<file path="config.mk">
export PLATFORM = sky130hd
export DESIGN_NAME = zdata_subpacket_receiver
export DESIGN_NICKNAME = d
export VERILOG_FILES = /design/src/zdsr_pkg.sv /design/src/zdata_subpacket_receiver.sv /design/src/zdsr_queue.sv /design/src/zdsr_front.sv /design/src/zdsr_back.sv
export SDC_FILE = /design/constraint.sdc
export NUM_CORES = 1
export LEC_CHECK = 0
export ABC_AREA = 1
export BUFFER_PORTS_ARGS = -buffer_cell sky130_fd_sc_hd__clkbuf_2
export CORE_MARGIN = 2
export CORE_UTILIZATION = 50
export CTS_CLUSTER_SIZE = 30
export DETAILED_ROUTE_END_ITERATION = 16
export GPL_ROUTABILITY_DRIVEN = 0
export GPL_TIMING_DRIVEN = 0
export MAX_ROUTING_LAYER = met4
export PLACE_DENSITY = 0.67
export SETUP_SLACK_MARGIN = 0.1
export SYNTH_ARGS = -nofsm -noshare
export SYNTH_HDL_FRONTEND = slang
export SYNTH_SLANG_ARGS = --single-unit
export TNS_END_PERCENT = 30
</file>
<file path="constraint.sdc">
create_clock -name i_clk -period 4.4 [get_ports i_clk]
set_input_delay 0.44 -clock i_clk [delete_from_list [all_inputs] [get_ports i_clk]]
set_output_delay 0.44 -clock i_clk [all_outputs]
set_load 0.03 [all_outputs]
</file>
<file path="src/zdsr_pkg.sv">
`timescale 1ns / 1ps
package zdsr_pkg;

    localparam logic [7:0]  ZDLE_CODE  = 8'h18;
    localparam logic [7:0]  ESC_XOR    = 8'h40;
    localparam logic [7:0]  END_FIRST  = 8'h68;
    localparam logic [31:0] CRC_PRESET = 32'hFFFF_FFFF;
    localparam logic [31:0] CRC_POLY   = 32'hEDB8_8320;

    localparam int TOKEN_DEPTH  = 2;
    localparam int RESULT_DEPTH = 2;

    typedef enum logic [1:0] {
        KIND_DATA = 2'd0,
        KIND_GOOD = 2'd1,
        KIND_BAD  = 2'd2
    } t_kind;

    typedef enum logic [1:0] {
        END_ZCRCE = 2'd0,
        END_ZCRCG = 2'd1,
        END_ZCRCQ = 2'd2,
        END_ZCRCW = 2'd3
    } t_end;

    typedef struct packed {
        logic       restart;
        logic       is_byte;
        logic       is_end;
        logic [7:0] value;
    } t_token;

    typedef struct packed {
        t_kind      kind;
        logic [7:0] data_byte;
        t_end       end_type;
        logic       ack_wanted;
        logic       frame_over;
    } t_result;

    function automatic logic [31:0] crc_add(input logic [31:0] crc, input logic [7:0] b);
        logic [31:0] c;
        c = crc ^ {24'd0, b};
        for (int i = 0; i < 8; i++) begin
            c = c[0] ? ((c >> 1) ^ CRC_POLY) : (c >> 1);
        end
        return c;
    endfunction

endpackage

</file>
<file path="src/zdata_subpacket_receiver.sv">
`timescale 1ns / 1ps
// An accepted item is unescaped and written into the token queue; the CRC stage then
// moves its result into the result queue, whose head drives the outputs.
// Throughput: one item per cycle while neither queue is full; the token queue and result
// queue decouple the unescape stage from the CRC stage and the consumer.
// Reset: synchronous active low; clears both queues and the escape flag, presets the CRC.
module zdata_subpacket_receiver #(
    parameter int TOKEN_DEPTH  = zdsr_pkg::TOKEN_DEPTH,
    parameter int RESULT_DEPTH = zdsr_pkg::RESULT_DEPTH
) (
    input  logic       i_clk,
    input  logic       i_rst_n,
    input  logic       push,
    output logic       full,
    input  logic [7:0] i_rx_byte,
    input  logic       i_restart,
    output logic       empty,
    input  logic       pop,
    output logic [1:0] o_kind,
    output logic [7:0] o_data_byte,
    output logic [1:0] o_end_type,
    output logic       o_ack_wanted,
    output logic       o_frame_over
);

    localparam int TOK_W = $bits(zdsr_pkg::t_token);
    localparam int RES_W = $bits(zdsr_pkg::t_result);

    logic              tok_push;
    zdsr_pkg::t_token  tok_in;
    zdsr_pkg::t_token  tok_out;
    logic              tok_empty;
    logic              tok_pop;
    logic              res_push;
    logic              res_full;
    zdsr_pkg::t_result res_in;
    zdsr_pkg::t_result res_out;

    zdsr_front u_front (
        .i_clk      (i_clk),
        .i_rst_n    (i_rst_n),
        .i_accept   (push && !full),
        .i_rx_byte  (i_rx_byte),
        .i_restart  (i_restart),
        .o_tok_push (tok_push),
        .o_tok      (tok_in)
    );

    zdsr_queue #(
        .WIDTH (TOK_W),
        .DEPTH (TOKEN_DEPTH)
    ) u_tok_queue (
        .i_clk   (i_clk),
        .i_rst_n (i_rst_n),
        .i_push  (tok_push),
        .i_data  (tok_in),
        .o_full  (full),
        .i_pop   (tok_pop),
        .o_empty (tok_empty),
        .o_data  (tok_out)
    );

    zdsr_back u_back (
        .i_clk       (i_clk),
        .i_rst_n     (i_rst_n),
        .i_tok_valid (!tok_empty),
        .i_tok       (tok_out),
        .o_tok_pop   (tok_pop),
        .i_res_full  (res_full),
        .o_res_push  (res_push),
        .o_res       (res_in)
    );

    zdsr_queue #(
        .WIDTH (RES_W),
        .DEPTH (RESULT_DEPTH)
    ) u_res_queue (
        .i_clk   (i_clk),
        .i_rst_n (i_rst_n),
        .i_push  (res_push),
        .i_data  (res_in),
        .o_full  (res_full),
        .i_pop   (pop),
        .o_empty (empty),
        .o_data  (res_out)
    );

    assign o_kind       = res_out.kind;
    assign o_data_byte  = res_out.data_byte;
    assign o_end_type   = res_out.end_type;
    assign o_ack_wanted = res_out.ack_wanted;
    assign o_frame_over = res_out.frame_over;

endmodule

</file>
<file path="src/zdsr_queue.sv">
`timescale 1ns / 1ps
module zdsr_queue #(
    parameter int WIDTH = 8,
    parameter int DEPTH = zdsr_pkg::TOKEN_DEPTH
) (
    input  logic             i_clk,
    input  logic             i_rst_n,
    input  logic             i_push,
    input  logic [WIDTH-1:0] i_data,
    output logic             o_full,
    input  logic             i_pop,
    output logic             o_empty,
    output logic [WIDTH-1:0] o_data
);

    localparam int PTR_W = (DEPTH > 1) ? $clog2(DEPTH) : 1;
    localparam int CNT_W = $clog2(DEPTH + 1);

    logic [WIDTH-1:0] r_mem [DEPTH];
    logic [PTR_W-1:0] r_wptr, n_wptr;
    logic [PTR_W-1:0] r_rptr, n_rptr;
    logic [CNT_W-1:0] r_count, n_count;
    logic             do_push, do_pop;

    assign o_full  = (r_count == CNT_W'(DEPTH));
    assign o_empty = (r_count == '0);
    assign o_data  = r_mem[r_rptr];
    assign do_push = i_push && !o_full;
    assign do_pop  = i_pop && !o_empty;

    always_comb begin
        n_wptr  = r_wptr;
        n_rptr  = r_rptr;
        n_count = r_count;
        if (do_push) begin
            n_wptr = (r_wptr == PTR_W'(DEPTH - 1)) ? '0 : r_wptr + 1'b1;
        end
        if (do_pop) begin
            n_rptr = (r_rptr == PTR_W'(DEPTH - 1)) ? '0 : r_rptr + 1'b1;
        end
        if (do_push && !do_pop) begin
            n_count = r_count + 1'b1;
        end else if (do_pop && !do_push) begin
            n_count = r_count - 1'b1;
        end
    end

    always_ff @(posedge i_clk) begin
        if (!i_rst_n) begin
            r_wptr  <= '0;
            r_rptr  <= '0;
            r_count <= '0;
        end else begin
            r_wptr  <= n_wptr;
            r_rptr  <= n_rptr;
            r_count <= n_count;
        end
    end

    always_ff @(posedge i_clk) begin
        if (do_push) begin
            r_mem[r_wptr] <= i_data;
        end
    end

endmodule

</file>
<file path="src/zdsr_front.sv">
`timescale 1ns / 1ps
module zdsr_front (
    input  logic             i_clk,
    input  logic             i_rst_n,
    input  logic             i_accept,
    input  logic [7:0]       i_rx_byte,
    input  logic             i_restart,
    output logic             o_tok_push,
    output zdsr_pkg::t_token o_tok
);

    logic r_escape, n_escape;
    logic escaped;
    logic is_zdle;

    assign escaped = r_escape && !i_restart;
    assign is_zdle = (i_rx_byte == zdsr_pkg::ZDLE_CODE);

    always_comb begin
        o_tok.restart = i_restart;
        o_tok.is_byte = !is_zdle;
        o_tok.is_end  = escaped && (i_rx_byte[7:2] == zdsr_pkg::END_FIRST[7:2]);
        o_tok.value   = escaped ? (i_rx_byte ^ zdsr_pkg::ESC_XOR) : i_rx_byte;
        o_tok_push    = i_accept && (!is_zdle || i_restart);
        n_escape      = r_escape;
        if (i_accept) begin
            n_escape = is_zdle;
        end
    end

    always_ff @(posedge i_clk) begin
        if (!i_rst_n) begin
            r_escape <= 1'b0;
        end else begin
            r_escape <= n_escape;
        end
    end

endmodule

</file>
<file path="src/zdsr_back.sv">
`timescale 1ns / 1ps
module zdsr_back (
    input  logic              i_clk,
    input  logic              i_rst_n,
    input  logic              i_tok_valid,
    input  zdsr_pkg::t_token  i_tok,
    output logic              o_tok_pop,
    input  logic              i_res_full,
    output logic              o_res_push,
    output zdsr_pkg::t_result o_res
);

    logic [31:0]     r_crc, n_crc;
    logic            r_in_crc, n_in_crc;
    logic [1:0]      r_cnt, n_cnt;
    logic [31:0]     r_rx_crc, n_rx_crc;
    zdsr_pkg::t_end  r_end, n_end;

    logic [31:0]     crc_c;
    logic            phase_c;
    logic [1:0]      cnt_c;
    logic [31:0]     rx_c;
    zdsr_pkg::t_end  end_c;
    logic [31:0]     rx_full;

    assign o_tok_pop = i_tok_valid && !i_res_full;

    always_comb begin
        crc_c   = i_tok.restart ? zdsr_pkg::CRC_PRESET : r_crc;
        phase_c = i_tok.restart ? 1'b0 : r_in_crc;
        cnt_c   = i_tok.restart ? 2'd0 : r_cnt;
        rx_c    = i_tok.restart ? 32'd0 : r_rx_crc;
        end_c   = i_tok.restart ? zdsr_pkg::END_ZCRCE : r_end;
        rx_full = {i_tok.value, rx_c[31:8]};

        n_crc    = r_crc;
        n_in_crc = r_in_crc;
        n_cnt    = r_cnt;
        n_rx_crc = r_rx_crc;
        n_end    = r_end;

        o_res_push       = 1'b0;
        o_res.kind       = zdsr_pkg::KIND_DATA;
        o_res.data_byte  = i_tok.value;
        o_res.end_type   = zdsr_pkg::END_ZCRCE;
        o_res.ack_wanted = 1'b0;
        o_res.frame_over = 1'b0;

        if (o_tok_pop) begin
            n_crc    = crc_c;
            n_in_crc = phase_c;
            n_cnt    = cnt_c;
            n_rx_crc = rx_c;
            n_end    = end_c;
            if (i_tok.is_byte) begin
                if (phase_c) begin
                    n_rx_crc = rx_full;
                    if (cnt_c != 2'd3) begin
                        n_cnt = cnt_c + 2'd1;
                    end else begin
                        // verdict, then preset for the next subpacket
                        o_res_push       = 1'b1;
                        o_res.kind       = (rx_full == ~crc_c) ? zdsr_pkg::KIND_GOOD
                                                               : zdsr_pkg::KIND_BAD;
                        o_res.data_byte  = 8'd0;
                        o_res.end_type   = end_c;
                        o_res.ack_wanted = end_c[1];
                        o_res.frame_over = (end_c == zdsr_pkg::END_ZCRCE);
                        n_crc    = zdsr_pkg::CRC_PRESET;
                        n_in_crc = 1'b0;
                        n_cnt    = 2'd0;
                        n_rx_crc = 32'd0;
                    end
                end else if (i_tok.is_end) begin
                    n_crc    = zdsr_pkg::crc_add(crc_c, i_tok.value ^ zdsr_pkg::ESC_XOR);
                    n_end    = zdsr_pkg::t_end'(i_tok.value[1:0]);
                    n_in_crc = 1'b1;
                    n_cnt    = 2'd0;
                    n_rx_crc = 32'd0;
                end else begin
                    n_crc      = zdsr_pkg::crc_add(crc_c, i_tok.value);
                    o_res_push = 1'b1;
                end
            end
        end
    end

    always_ff @(posedge i_clk) begin
        if (!i_rst_n) begin
            r_crc    <= zdsr_pkg::CRC_PRESET;
            r_in_crc <= 1'b0;
            r_cnt    <= 2'd0;
            r_rx_crc <= 32'd0;
            r_end    <= zdsr_pkg::END_ZCRCE;
        end else begin
            r_crc    <= n_crc;
            r_in_crc <= n_in_crc;
            r_cnt    <= n_cnt;
            r_rx_crc <= n_rx_crc;
            r_end    <= n_end;
        end
    end

    a_cnt_in_phase: assert property (@(posedge i_clk) disable iff (!i_rst_n)
        (r_cnt != 2'd0) |-> r_in_crc)
        else $error("crc byte count set outside crc phase");

    a_verdict_presets: assert property (@(posedge i_clk) disable iff (!i_rst_n)
        (o_res_push && o_res.kind != zdsr_pkg::KIND_DATA)
            |=> (r_crc == zdsr_pkg::CRC_PRESET && !r_in_crc && r_cnt == 2'd0))
        else $error("crc not preset after verdict");

    a_data_outside_phase: assert property (@(posedge i_clk) disable iff (!i_rst_n)
        (o_res_push && o_res.kind == zdsr_pkg::KIND_DATA) |-> !phase_c && !i_tok.is_end)
        else $error("data item emitted inside crc phase");

    a_push_has_room: assert property (@(posedge i_clk) disable iff (!i_rst_n)
        o_res_push |-> (o_tok_pop && !i_res_full))
        else $error("result pushed without a popped item");

endmodule
</file>
==> out/qor.yml <==
dr.pass1.iters: 6
crit_type: "flop to flop"
drtAntennaViolNets: 0
via_per_inst: 5.76
hold_start: "i_rx_byte[0]"
synth-edff-count: 48
cp_cell_sequence: "nand2_1 -> nand2_4 -> buf_6 -> buf_2 -> nor2_1 -> ha_1 -> nor2_2 -> nor2_1 -> inv_2 -> nor3_2 -> inv_1 -> nor2_1"
synth_area_leaders: "dfxtp_1 (19%), edfxtp_1 (19%), nand2_1 (15%), inv_1 (6.1%), a21oi_1 (5.0%)"
cts_hold_buf: 0
antenna_cells: 0
clock_skew_ps: 15.4
grt_antenna_before_repair: 0
syn_area_um2: 7780
area_delta_synth_final_pct: 12.2
fin_nets: 1145
yosysTopAreaCellShare_pct: 18.5
rows: 45
worstReg2RegStart: "u_tok_queue.r_mem[1][10]"
max_freq_ghz: 0.239
wl_met2_um: 11300
synth_cell_types: 51
cts_sinks: 120
synth_nets: 1098
finalSetupTns_ps: 0
cp-end-kind: "flop"
die_height_um: 129
h-tree-depth: 4
cts_tree: "yes"
postCtsSetupRepairBufs: 0
hpwl_um: 18600
core_um2: 15200
required_ps: 4450
clkSlewWorstSetupHoldPaths_ps: 60
wl_met1_um: 10800
slew_headroom_pct: 26.1
drv_cap: 0
fp.dieW_um: 129
syn_avg_cell_area_um2: 7.19
drt-total-wl_um: 26200
multi_input_area_um2: 4130
async_reset_ff_share_pct: 0
n_fill_cell: 1513
grt_pass1_wl_um: 40000
drive_above_1_share_pct: 15.2
finalNonFillerCells: 1330
status: "finished, final reports clean"
dp_cells: 1298
slew_violations: 0
finalCritPeriodShare_pct: 95.2
yosysSeqAreaShare_pct: 37.1
period_minus_slack_ps: 4190
finalHoldViolations: 0
cp.arrival_ps: 4240
numPortBuffers: 28
max_stage_delay_ps: 840
min-delay-path-class: "input pin to flop"
worstSetupStartpointType: "flop"
ys_seq_elements: 120
critPathSlowestCell: "nor2_1"
grt_remaining_overflow: 0
start_util_pct: 51.2
clock_path_buffers: 2
drc: 0
ios: 29
crit_fanout: 13
grt_max_degree: 17
worstMarginPinSlew_ps: 1100
first_iter_violations: 1145
highest-signal-layer: "met4"
routed-via-count: 7661
setup_slack_ps: 211
die-area_um2: 16600
cpMostUsedCell: "nor2_1"
rsz0062_at_grt: "yes"
met3_length_um: 2910
post_cts_resized: 0
finalSetupViolCount: 0
grt_use_total_pct: 33.4
yosysWarnings: 0
ff_latch_area_um2: 2880
grt_pass1_vias: 7087
clk_latency_ps: 440
pre_cts_slack_ps: 328
crit_start: "u_tok_queue.r_mem[1][10]"
clockRootBuffer: "clkbuf_16"
routedWlPerCell_um: 19.7
numCtsBuffers: 17
synthCells: 1082
yosysMostFrequentCell: "nand2_1"
synth_flop_cell: "dfxtp_1"
synth_top_area_cell: "dfxtp_1"
synth_common_cells: "nand2_1 (304), inv_1 (127), a21oi_1 (77), nor2_1 (77), dfxtp_1 (72)"
## state kept, by name (all words and copies together), names as in the netlist, named ones only
signal / flops
u_res_queue.r_wptr: 1
u_tok_queue.r_count: 2
u_res_queue.r_rptr: 1
u_res_queue.r_count: 2
u_tok_queue.r_mem: 22
u_back.r_cnt: 2
u_front.r_escape: 1
u_back.r_crc: 32
u_back.r_in_crc: 1
u_back.r_rx_crc: 24
u_tok_queue.r_wptr: 1
u_tok_queue.r_rptr: 1
u_back.r_end: 2
u_res_queue.r_mem: 26
## metrics by stage
stage | area, um^2 | hold slack (ps) | utilization [%]
floorplan | 7780 | 426 | -
global placement | 8150 | 436 | 53.6
detailed placement | 8150 | 444 | 53.6
CTS | 8720 | 206 | 57.4
global route | 8720 | 214 | 57.4
finish | 8720 | 211 | 57.4
## final cells by class
| class | count | area share, % |
|---|---|---|
| Timing Repair Buffer | 28 | 1.61 |
| Multi-Input combinational cell | 781 | 47.4 |
| Inverter | 137 | 5.89 |
| Sequential cell | 120 | 33.0 |
| Tap cell | 188 | 2.70 |
| Clock inverter | 14 | 1.61 |
| Buffer | 44 | 2.85 |
| Clock buffer | 18 | 4.92 |
## logic make-up (layout without fill, tap and decap cells)
family	after synthesis	in the layout	share of synthesized area, %
AOI/OAI and AO/OA	213	213	16.0
xor gates and xnor gates	45	45	5.60
adders and majority gates	3	3	0.483
buffers and inverters	181	241	9.81
DFF	120	120	37.1
muxes	13	13	1.88
and+or+nand+nor	507	507	29.2
## cells in the final DEF (no fill, tap or decap), drive strengths merged
cell	count
o221ai	8
nor2	82
a22oi	2
o211ai	11
clkinv	4
inv	142
a31oi	2
nand3b	1
nand3	51
bufinv	1
clkbuf	70
edfxtp	48
o31ai	1
xnor2	6
buf	20
o32ai	1
a21oi	77
o21ai	79
nand2	354
ha	3
mux2	13
nor3	9
or2	2
nor4	4
nand4	4
dfxtp	72
xor2	39
a221oi	7
o2111ai	3
a211oi	2
a211o	1
o22ai	19
clkinvlp	4
## final timing paths
check,endpoint,slack (ps),cells past startpoint
worst max-delay path,u_res_queue.r_mem[0][7],210,12
worst min-delay path,u_tok_queue.r_mem[1][0],210,1
worst max register to register,u_res_queue.r_mem[0][7],210,12
worst min register to register,u_tok_queue.r_rptr,460,1
## critical path: cells and delay by family, from the launching register on
kind | cells | cell delay, ps
flops | 1 | 380
buf+inv | 4 | 780
fa+ha+maj | 1 | 390
simple gates | 7 | 2230
## per-layer routing
layer  vias up  track usage (%)
met5         -                -
met4         0             15.0
met3        95             8.98
met2       449             48.2
met1      3486             43.8
li1       3631                -
Power is left out: the tool's default activity adds up to more than one toggle a clock period on the data nets, which glitch-free logic cannot reach.
